File: src/sv/yenc_stream_decoder_unit_defines.svh
// ----------------------------------------------------------------------------
// yEnc stream decoder assertion macros
// Shared assertion forms for the decoder top level.
// ----------------------------------------------------------------------------
`ifndef YENC_STREAM_DECODER_UNIT_DEFINES_SVH
`define YENC_STREAM_DECODER_UNIT_DEFINES_SVH

// same-cycle implication
`define YSD_ASSERT_IMPLY(label, clk, rst_n, ante, cons) \
  label: assert property (@(posedge clk) disable iff (!rst_n) (ante) |-> (cons)) \
    else $error("ysd: implication check failed");

// next-cycle implication
`define YSD_ASSERT_NEXT(label, clk, rst_n, ante, cons) \
  label: assert property (@(posedge clk) disable iff (!rst_n) (ante) |=> (cons)) \
    else $error("ysd: next-cycle check failed");

`endif

File: src/sv/ysd_pkg.sv
// ----------------------------------------------------------------------------
// ysd_pkg
// Types, character codes and helper functions of the yEnc stream decoder.
// ----------------------------------------------------------------------------
`timescale 1ns / 1ps

package ysd_pkg;

  typedef enum logic [1:0] {
    PH_PROLOG = 2'd0,
    PH_DATA   = 2'd1,
    PH_EPILOG = 2'd2
  } phase_e;

  typedef enum logic [1:0] {
    LP_MID   = 2'd0,
    LP_START = 2'd1,
    LP_EQ    = 2'd2,
    LP_KEY   = 2'd3
  } lpos_e;

  typedef enum logic [1:0] {
    KW_NONE  = 2'd0,
    KW_BEGIN = 2'd1,
    KW_PART  = 2'd2,
    KW_END   = 2'd3
  } kw_e;

  typedef enum logic {
    KIND_DATA    = 1'b0,
    KIND_VERDICT = 1'b1
  } kind_e;

  localparam logic [3:0] KW_DEAD  = 4'd15;
  localparam logic [2:0] TAG_DONE = 3'd7;

  localparam logic [7:0] CH_LF  = 8'h0A;
  localparam logic [7:0] CH_CR  = 8'h0D;
  localparam logic [7:0] CH_SP  = 8'h20;
  localparam logic [7:0] CH_EQ  = 8'h3D;
  localparam logic [7:0] CH_DOT = 8'h2E;
  localparam logic [7:0] CH_Y   = 8'h79;
  localparam logic [7:0] CH_B   = 8'h62;
  localparam logic [7:0] CH_P   = 8'h70;
  localparam logic [7:0] CH_E   = 8'h65;

  localparam logic [7:0] DATA_OFFSET = 8'd42;
  localparam logic [7:0] ESC_OFFSET  = 8'd106;

  localparam logic [31:0] CRC_POLY = 32'hEDB8_8320;
  localparam logic [31:0] CRC_INIT = 32'hFFFF_FFFF;
  localparam logic [31:0] CNT_MAX  = 32'hFFFF_FFFF;

  typedef struct packed {
    logic [2:0]  idx;
    logic [31:0] val;
    logic        closed;
    logic        bad;
    logic        any;
  } ysd_hunt_t;

  typedef struct packed {
    phase_e      phase;
    lpos_e       lpos;
    logic        esc;
    logic        dot;
    kw_e         kw_kind;
    logic [3:0]  kw_idx;
    ysd_hunt_t   phunt;
    ysd_hunt_t   chunt;
    logic [31:0] crc;
    logic [31:0] count;
  } ysd_state_t;

  localparam ysd_hunt_t HUNT_RESET = '{idx: 3'd0, val: 32'd0, closed: 1'b0,
                                      bad: 1'b0, any: 1'b0};

  localparam ysd_state_t STATE_RESET = '{
    phase: PH_PROLOG, lpos: LP_START, esc: 1'b0, dot: 1'b0,
    kw_kind: KW_NONE, kw_idx: 4'd0, phunt: HUNT_RESET, chunt: HUNT_RESET,
    crc: CRC_INIT, count: 32'd0
  };

  function automatic logic [3:0] kw_len(input kw_e kind);
    logic [3:0] len;
    begin
      unique case (kind)
        KW_BEGIN: len = 4'd8;
        KW_PART:  len = 4'd7;
        KW_END:   len = 4'd5;
        default:  len = 4'd0;
      endcase
      return len;
    end
  endfunction

  // keyword text after "=y" and the first keyword letter
  function automatic logic [7:0] kw_char(input kw_e kind, input logic [3:0] idx);
    logic [7:0] c;
    begin
      c = 8'h00;
      unique case (kind)
        KW_BEGIN: begin
          case (idx)
            4'd3:    c = "e";
            4'd4:    c = "g";
            4'd5:    c = "i";
            4'd6:    c = "n";
            4'd7:    c = " ";
            default: c = 8'h00;
          endcase
        end
        KW_PART: begin
          case (idx)
            4'd3:    c = "a";
            4'd4:    c = "r";
            4'd5:    c = "t";
            4'd6:    c = " ";
            default: c = 8'h00;
          endcase
        end
        KW_END: begin
          case (idx)
            4'd3:    c = "n";
            4'd4:    c = "d";
            default: c = 8'h00;
          endcase
        end
        default: c = 8'h00;
      endcase
      return c;
    end
  endfunction

  // sel 0: "pcrc32=", sel 1: " crc32="
  function automatic logic [7:0] tag_char(input logic sel, input logic [2:0] idx);
    logic [7:0] c;
    begin
      unique case (idx)
        3'd0:    c = sel ? " " : "p";
        3'd1:    c = "c";
        3'd2:    c = "r";
        3'd3:    c = "c";
        3'd4:    c = "3";
        3'd5:    c = "2";
        3'd6:    c = "=";
        default: c = 8'h00;
      endcase
      return c;
    end
  endfunction

  // {valid, value}
  function automatic logic [4:0] hex_digit(input logic [7:0] ch);
    logic [4:0] r;
    logic [7:0] t;
    begin
      r = 5'd0;
      if (ch >= "0" && ch <= "9") begin
        t = ch - 8'h30;
        r = {1'b1, t[3:0]};
      end else if (ch >= "a" && ch <= "f") begin
        t = ch - 8'h57;
        r = {1'b1, t[3:0]};
      end else if (ch >= "A" && ch <= "F") begin
        t = ch - 8'h37;
        r = {1'b1, t[3:0]};
      end
      return r;
    end
  endfunction

  function automatic ysd_hunt_t hunt(input logic sel, input logic [7:0] ch,
                                     input ysd_hunt_t h);
    ysd_hunt_t  n;
    logic [4:0] d;
    begin
      n = h;
      d = hex_digit(ch);
      if (!h.closed) begin
        if (h.idx != TAG_DONE) begin
          if (ch == tag_char(sel, h.idx)) begin
            n.idx = h.idx + 3'd1;
          end else begin
            n.idx = (ch == tag_char(sel, 3'd0)) ? 3'd1 : 3'd0;
          end
        end else if (ch == CH_SP || ch == CH_CR) begin
          n.closed = 1'b1;
          if (!h.any) n.bad = 1'b1;
        end else if (!d[4]) begin
          n.bad    = 1'b1;
          n.closed = 1'b1;
        end else begin
          if (h.val[31:28] != 4'd0) n.bad = 1'b1;
          n.val = {h.val[27:0], d[3:0]};
          n.any = 1'b1;
        end
      end
      return n;
    end
  endfunction

  // reflected CRC-32, one byte
  function automatic logic [31:0] crc_byte(input logic [31:0] crc, input logic [7:0] b);
    logic [31:0] c;
    begin
      c = crc ^ {24'd0, b};
      for (int k = 0; k < 8; k++) begin
        c = c[0] ? ((c >> 1) ^ CRC_POLY) : (c >> 1);
      end
      return c;
    end
  endfunction

endpackage

File: src/sv/yenc_stream_decoder_unit.sv
// Path: input register, then result register, from input accept to result valid.
// Throughput: one item per cycle unless a full result register is stalled; the per-byte
//   state update and byte-wise CRC sit in one stage between input and result registers.
// Items that cause no result leave no output item but still wait for a free result register.
// Reset: asynchronous, active low; clears the input register, result valid and kind and all
//   decoder state; result data bits are not reset.
// ----------------------------------------------------------------------------
// yenc_stream_decoder_unit
// Streaming yEnc article decoder with keyword parsing and CRC-32 verdict.
// ----------------------------------------------------------------------------
`timescale 1ns / 1ps
`include "yenc_stream_decoder_unit_defines.svh"

module yenc_stream_decoder_unit (
  input  logic        clk_i,
  input  logic        rst_ni,
  input  logic        s_axis_tvalid_i,
  output logic        s_axis_tready_o,
  input  logic [7:0]  s_axis_tdata_i,   // [7:0] in_byte
  input  logic        s_axis_tuser_i,   // [0] restart
  output logic        m_axis_tvalid_o,
  input  logic        m_axis_tready_i,
  output logic [79:0] m_axis_tdata_o,   // [7:0] out_byte, [8] crc_match,
                                        // [40:9] computed_crc, [72:41] byte_count
  output logic        m_axis_tuser_o    // [0] kind
);

  logic                in_valid_q;
  logic [7:0]          in_byte_q;
  logic                in_restart_q;
  logic                adv;

  ysd_pkg::ysd_state_t st_q;
  ysd_pkg::ysd_state_t cur;
  ysd_pkg::ysd_state_t nxt;

  logic                res_valid;
  ysd_pkg::kind_e      res_kind;
  logic [7:0]          res_byte;
  logic                res_match;
  logic [31:0]         res_crc;
  logic [31:0]         res_cnt;
  logic                emit_req;
  logic [7:0]          emit_byte;
  logic                skip;
  logic [31:0]         fin;

  logic                out_valid_q;
  ysd_pkg::kind_e      out_kind_q;
  logic [72:0]         out_data_q;

  assign adv             = in_valid_q && (!out_valid_q || m_axis_tready_i);
  assign s_axis_tready_o = !in_valid_q || adv;

  always_comb begin
    cur       = in_restart_q ? ysd_pkg::STATE_RESET : st_q;
    nxt       = cur;
    res_valid = 1'b0;
    res_kind  = ysd_pkg::KIND_DATA;
    res_byte  = 8'd0;
    res_match = 1'b0;
    res_crc   = 32'd0;
    res_cnt   = 32'd0;
    emit_req  = 1'b0;
    emit_byte = 8'd0;
    skip      = 1'b0;
    fin       = cur.crc ^ ysd_pkg::CRC_INIT;

    if (cur.phase != ysd_pkg::PH_EPILOG) begin
      if (cur.lpos == ysd_pkg::LP_KEY) begin
        if (in_byte_q == ysd_pkg::CH_LF) begin
          if (cur.kw_kind == ysd_pkg::KW_END &&
              cur.kw_idx == ysd_pkg::kw_len(ysd_pkg::KW_END)) begin
            res_valid = 1'b1;
            res_kind  = ysd_pkg::KIND_VERDICT;
            res_crc   = fin;
            res_cnt   = cur.count;
            if (cur.phunt.idx == ysd_pkg::TAG_DONE) begin
              res_match = cur.phunt.any && !cur.phunt.bad && (cur.phunt.val == fin);
            end else if (cur.chunt.idx == ysd_pkg::TAG_DONE) begin
              res_match = cur.chunt.any && !cur.chunt.bad && (cur.chunt.val == fin);
            end
            nxt.phase = ysd_pkg::PH_EPILOG;
          end
          nxt.lpos    = ysd_pkg::LP_START;
          nxt.kw_kind = ysd_pkg::KW_NONE;
          nxt.kw_idx  = 4'd0;
        end else if (cur.kw_idx == ysd_pkg::KW_DEAD) begin
          nxt.kw_idx = cur.kw_idx;
        end else if (cur.kw_kind == ysd_pkg::KW_NONE) begin
          nxt.kw_idx = 4'd3;
          case (in_byte_q)
            ysd_pkg::CH_B: nxt.kw_kind = ysd_pkg::KW_BEGIN;
            ysd_pkg::CH_P: nxt.kw_kind = ysd_pkg::KW_PART;
            ysd_pkg::CH_E: nxt.kw_kind = ysd_pkg::KW_END;
            default:       nxt.kw_idx  = ysd_pkg::KW_DEAD;
          endcase
        end else if (cur.kw_idx >= ysd_pkg::kw_len(cur.kw_kind)) begin
          if (cur.kw_kind == ysd_pkg::KW_END) begin
            nxt.phunt = ysd_pkg::hunt(1'b0, in_byte_q, cur.phunt);
            nxt.chunt = ysd_pkg::hunt(1'b1, in_byte_q, cur.chunt);
          end
        end else if (in_byte_q != ysd_pkg::kw_char(cur.kw_kind, cur.kw_idx)) begin
          nxt.kw_idx = ysd_pkg::KW_DEAD;
        end else begin
          nxt.kw_idx = cur.kw_idx + 4'd1;
          if (cur.kw_kind == ysd_pkg::KW_BEGIN &&
              nxt.kw_idx == ysd_pkg::kw_len(ysd_pkg::KW_BEGIN) &&
              cur.phase == ysd_pkg::PH_PROLOG) begin
            nxt.phase = ysd_pkg::PH_DATA;
          end
        end
      end else if (cur.lpos == ysd_pkg::LP_EQ) begin
        nxt.esc = 1'b0;
        if (in_byte_q == ysd_pkg::CH_Y) begin
          nxt.lpos    = ysd_pkg::LP_KEY;
          nxt.kw_kind = ysd_pkg::KW_NONE;
          nxt.kw_idx  = 4'd2;
        end else begin
          nxt.lpos  = ysd_pkg::LP_MID;
          emit_req  = 1'b1;
          emit_byte = in_byte_q - ysd_pkg::ESC_OFFSET;
        end
      end else if (cur.esc) begin
        nxt.esc   = 1'b0;
        nxt.dot   = 1'b0;
        nxt.lpos  = ysd_pkg::LP_MID;
        emit_req  = 1'b1;
        emit_byte = in_byte_q - ysd_pkg::ESC_OFFSET;
      end else begin
        if (cur.dot) begin
          nxt.dot = 1'b0;
          if (in_byte_q == ysd_pkg::CH_DOT) begin
            nxt.lpos = ysd_pkg::LP_MID;
            skip     = 1'b1;
          end
        end
        if (!skip) begin
          if (in_byte_q == ysd_pkg::CH_LF) begin
            nxt.lpos = ysd_pkg::LP_START;
          end else if (in_byte_q == ysd_pkg::CH_CR) begin
            nxt.lpos = ysd_pkg::LP_MID;
          end else if (in_byte_q == ysd_pkg::CH_EQ) begin
            nxt.esc  = 1'b1;
            nxt.lpos = (cur.lpos == ysd_pkg::LP_START) ? ysd_pkg::LP_EQ : ysd_pkg::LP_MID;
          end else begin
            if (in_byte_q == ysd_pkg::CH_DOT && cur.lpos == ysd_pkg::LP_START) begin
              nxt.dot = 1'b1;
            end
            nxt.lpos  = ysd_pkg::LP_MID;
            emit_req  = 1'b1;
            emit_byte = in_byte_q - ysd_pkg::DATA_OFFSET;
          end
        end
      end
    end

    // prolog bytes are decoded but dropped
    if (emit_req && cur.phase == ysd_pkg::PH_DATA) begin
      nxt.crc   = ysd_pkg::crc_byte(cur.crc, emit_byte);
      nxt.count = (cur.count != ysd_pkg::CNT_MAX) ? cur.count + 32'd1 : cur.count;
      res_valid = 1'b1;
      res_kind  = ysd_pkg::KIND_DATA;
      res_byte  = emit_byte;
    end
  end

  always_ff @(posedge clk_i or negedge rst_ni) begin
    if (!rst_ni) begin
      in_valid_q   <= 1'b0;
      in_byte_q    <= 8'd0;
      in_restart_q <= 1'b0;
      st_q         <= ysd_pkg::STATE_RESET;
      out_valid_q  <= 1'b0;
      out_kind_q   <= ysd_pkg::KIND_DATA;
    end else begin
      if (s_axis_tready_o) begin
        in_valid_q   <= s_axis_tvalid_i;
        in_byte_q    <= s_axis_tdata_i;
        in_restart_q <= s_axis_tuser_i;
      end
      if (adv) begin
        st_q        <= nxt;
        out_valid_q <= res_valid;
        out_kind_q  <= res_kind;
      end else if (m_axis_tready_i) begin
        out_valid_q <= 1'b0;
      end
    end
  end

  always_ff @(posedge clk_i) begin
    if (adv) begin
      out_data_q <= {res_cnt, res_crc, res_match, res_byte};
    end
  end

  assign m_axis_tvalid_o = out_valid_q;
  assign m_axis_tuser_o  = out_kind_q;
  assign m_axis_tdata_o  = {7'd0, out_data_q};

  `YSD_ASSERT_NEXT(a_verdict_ends_part, clk_i, rst_ni,
    adv && res_valid && res_kind == ysd_pkg::KIND_VERDICT, st_q.phase == ysd_pkg::PH_EPILOG)
  `YSD_ASSERT_NEXT(a_epilog_holds, clk_i, rst_ni,
    st_q.phase == ysd_pkg::PH_EPILOG && !(adv && in_restart_q), st_q.phase == ysd_pkg::PH_EPILOG)
  `YSD_ASSERT_IMPLY(a_data_fields_clear, clk_i, rst_ni,
    out_valid_q && out_kind_q == ysd_pkg::KIND_DATA, out_data_q[72:8] == 65'd0)

endmodule

File: config.mk
export PLATFORM = sky130hd
export DESIGN_NAME = yenc_stream_decoder_unit
export DESIGN_NICKNAME = d
export VERILOG_FILES = /design/src/sv/ysd_pkg.sv /design/src/sv/yenc_stream_decoder_unit.sv
export VERILOG_INCLUDE_DIRS = /design/src /design/src/sv
export SDC_FILE = /design/constraint.sdc
export NUM_CORES = 1
export LEC_CHECK = 0
export BUFFER_PORTS_ARGS = -buffer_cell sky130_fd_sc_hd__buf_2
export CORE_UTILIZATION = 60
export DETAILED_ROUTE_END_ITERATION = 10
export HOLD_SLACK_MARGIN = 0.1
export PLACE_DENSITY = 0.79
export SETUP_SLACK_MARGIN = 0.05
export SYNTH_ARGS = -nofsm -noshare
export SYNTH_HDL_FRONTEND = slang
export SYNTH_SLANG_ARGS = --single-unit
File: constraint.sdc
create_clock -name clk_i -period 9.4 [get_ports clk_i]
set_clock_uncertainty 0.1 [all_clocks]
set_input_delay 1.41 -clock clk_i [delete_from_list [all_inputs] [get_ports clk_i]]
set_output_delay 1.41 -clock clk_i [all_outputs]
set_load 0.05 [all_outputs]
==> impl_metrics.py <==
metrics = {
    "run_status": {
        "outcome": "finished clean",
    },
    "cts": {
        "holdBufCountCts": 0,
        "tritoncts": "yes",
        "root_buffer": "clkbuf_16",
        "clk_pin_slew_worst_paths_ps": 60,
        "cts_made_buffers": 25,
        "post-cts-setup-buffers": 0,
        "clockBufferDepth": 3,
        "cts_sinks": 237,
        "htreeDepth": 1,
        "clk_latency_ps": 540,
        "post_cts_resized": 0,
    },
    "worst_setup_path": {
        "max_stage_delay_ps": 930,
        "path_common_cell": "and3_1",
        "worst_setup_path_start_kind": "flip-flop",
        "cp_cell_sequence": "inv_1 -> ha_1 -> and3_1 -> a211oi_2 -> o21ba_2 -> nand3_2 -> nor3_1 -> and3_1 -> nand3_1 -> xor2_1 -> o21ai_0",
        "cp_slowest_cell": "nor3_1",
        "crit_type": "flip-flop to flip-flop",
        "critPathMaxFanout": 37,
        "cp.arrival_ps": 5100,
        "cp-end-kind": "flip-flop",
        "worstPathRequired_ps": 9740,
    },
    "power_and_ir_drop": {
        "leakagePower_nw": 6.02,
        "combinationalPowerShare_pct": 16.9,
        "switchingPower_mw": 0.747,
        "power_frac_seq_pct": 45.7,
        "swShare_pct": 29.1,
        "ir_drop_v": 0.0000953,
        "clkPwrFrac_pct": 37.4,
        "power_density_mw_per_mm2": 168,
        "p_int_mw": 1.82,
    },
    "global_route": {
        "antenna_found_initial": 0,
        "grtUsageTotal_pct": 30.3,
        "grt_max_degree": 95,
        "gr-total-overflow": 0,
        "grt_pass1_wl_um": 57800,
        "grt_pass1_vias": 10900,
    },
    "timing": {
        "max-slew-margin-rel_pct": 19.9,
        "hold_violations": 0,
        "finalMaxSlewViolations": 0,
        "finalSetupTns_ps": 0,
        "min_period_over_period_pct": 50.6,
        "whs_ps": 403,
        "min_period_ps": 4760,
        "rsz0062_at_grt": "no",
        "setup_viol": 0,
        "max_freq_mhz": 210,
        "tightest_slew_ps": 1200,
    },
    "floorplanning": {
        "coreArea_mm2": 0.0228,
        "start_util_pct": 61.8,
        "die_x_um": 155,
        "std_cell_rows": 55,
        "die_h_um": 155,
        "io_pins": 96,
        "fp.dieArea_mm2": 0.0242,
    },
    "finish": {
        "antenna_cells": 0,
        "syn2layout_area_growth_pct": 8.62,
        "nFillCells": 1811,
        "drive_gt1_share_pct": 15.5,
        "final_nets": 1517,
    },
    "logic_synthesis": {
        "ys_async_sr_fraction_pct": 69.2,
        "synth_cell_types": 103,
        "synth_area_leader_cell": "dfrtp_1",
        "synth.top_cell.area_share_pct": 23.2,
        "ys_warn_count": 0,
        "syn_area_per_cell_um2": 9.55,
        "syn_area_mm2": 0.0141,
        "synth_seq_cells": 237,
        "synthFlopType": "dfrtp_1",
        "synth-edff-count": 73,
        "synth_area_leaders": "dfrtp_1, edfxtp_1, dfstp_2",
        "synth_seq_area_share_pct": 44.9,
        "synth_cells": 1478,
    },
    "drt": {
        "vias_per_cell": 6.38,
        "drcViolationCount": 0,
        "vias": 11600,
        "wl_per_cell_um": 20.0,
        "finalWirelength_um": 36400,
        "drtAntennaViolNets": 0,
        "drt_iter0_drc": 1436,
        "dr.pass1.iters": 6,
    },
    "run": {
        "drv_cap": 0,
    },
    "placed_design": {
        "io_buffer_count": 88,
        "place_congestion": 0.968,
        "hpwlAfterDp_um": 24500,
    },
    "min_path": {
        "hold_path_class": "flip-flop to flip-flop",
    },
}
[layout by cell type, fill, tap and decap left out, drive strengths merged, types with 17 or more instances in the layout]
cell type and n:
nand4 23, clkbuf 28, and3 47, xnor2 81, o22a 17, a22oi 52, a21oi 34, nor2 146
dfrtp 131, nor2b 17, nand2 159, xor2 83, dfstp 33, edfxtp 73, o21ai 117, nand3 39
inv 21, nor3 34, buf 101, ha 17
[Yosys cell counts, types with 7 or more instances]
cell and number:
xor2_1 82, nand4_1 23, nor3_1 29, o21ai_0 106, mux2_2 7, a21oi_1 33
inv_1 18, nor3b_1 9, o22a_1 17, o31ai_1 7, buf_1 11, edfxtp_1 73
nor2_1 145, nand3_1 37, o22ai_1 14, nand2b_1 15, clkbuf_1 81, o221a_2 9
nor4_1 15, o21bai_1 7, buf_2 21, dfstp_2 33, o21ai_1 11, and3_1 47
nor2b_1 16, buf_4 8, a22oi_1 52, nand2_1 158, a22o_1 7, dfrtp_1 131
ha_1 17, o32a_1 11, xnor2_1 73, o2111ai_1 10
[power groups by stage]
| stage | combinational (mW) | sequential, mW | clock, mW |
|---|---|---|---|
| 4_1_cts | 0.432 | 1.17 | 0.968 |
| 3_5_place_dp | 0.430 | 1.19 | 0 |
| 5_1_grt | 0.466 | 1.17 | 1.01 |
| 3_3_place_gp | 0.424 | 1.19 | 0 |
| 2_1_floorplan | 0.345 | 1.17 | 0 |
| 6_report | 0.435 | 1.17 | 0.960 |
[flip-flops by register name, indices dropped and copies added (netlist names)]
name / cells
out_data_q: 73
m_axis_tvalid_o: 1
st_q: 152
in_restart_q: 1
m_axis_tuser_o: 1
in_valid_q: 1
in_byte_q: 8
[cell families (layout without fill, tap and decap cells)]
| kind of cell | count (synthesis) | count (layout) | share of synthesized area [%] |
|---|---|---|---|
| buf+inv | 145 | 166 | 4.47 |
| other cells | 1 | 7 | 0.0266 |
| mux | 11 | 11 | 0.842 |
| xor+xnor | 167 | 167 | 11.5 |
| compound gates | 355 | 355 | 17.6 |
| fa+ha+maj | 18 | 18 | 1.58 |
| flops | 237 | 237 | 44.9 |
| simple gates | 544 | 544 | 19.2 |
[per-stage QoR]
step / power (mW) / std cells / worst slack [ps] / util (%) / area (um2)
5_1_grt: 2.65 / 1818 / 4380 / 67.1 / 15300
3_3_place_gp: 1.61 / 1773 / 4500 / 63.7 / 14600
6_report: 2.57 / 1818 / 4640 / 67.1 / 15300
4_1_cts: 2.57 / 1818 / 4740 / 67.1 / 15300
3_5_place_dp: 1.62 / 1773 / 4460 / 63.7 / 14600
2_1_floorplan: 1.52 / 1484 / 4420 / - / 14100
[layer usage]
layer / global-route usage [%] / vias up / routed length [um]
li1: - / 5334 / -
met1: 41.3 / 5579 / 15300
met2: 49.1 / 567 / 16800
met3: 4.26 / 111 / 3090
met4: 11.3 / 0 / 1240
met5: 0 / - / 0
[worst max-delay path, delay by kind of cell, from the launching register on]
family | cells | cell delay [ps]
simple gates | 5 | 2240
compound gates | 3 | 770
flops | 1 | 720
fa+ha+maj | 1 | 350
buf+inv | 1 | 320
xor+xnor | 1 | 160
[path summary, 6_finish.rpt]
kind                               from            to  slack [ps]  cells past startpoint
max in group asynchronous        rst_ni  in_restart_q        6780                      2
setup / recovery           in_byte_q[1]      st_q[25]        4640                     11
setup reg to reg           in_byte_q[1]      st_q[25]        4640                     11
min in group asynchronous        rst_ni     st_q[139]         860                      1
hold reg to reg                st_q[65]      st_q[65]         400                      2
hold / removal                 st_q[65]      st_q[65]         400                      2
[layout make-up]
class,instances,area (um2),area share [%]
Tap cell,313,392,2.55
Inverter,20,77.6,0.506
Multi-Input combinational cell,1102,7200,46.9
Timing Repair Buffer,101,544,3.55
Clock buffer,28,637,4.15
Sequential cell,237,6340,41.3
Clock inverter,17,149,0.971
Power figures use the tool's default switching activity.
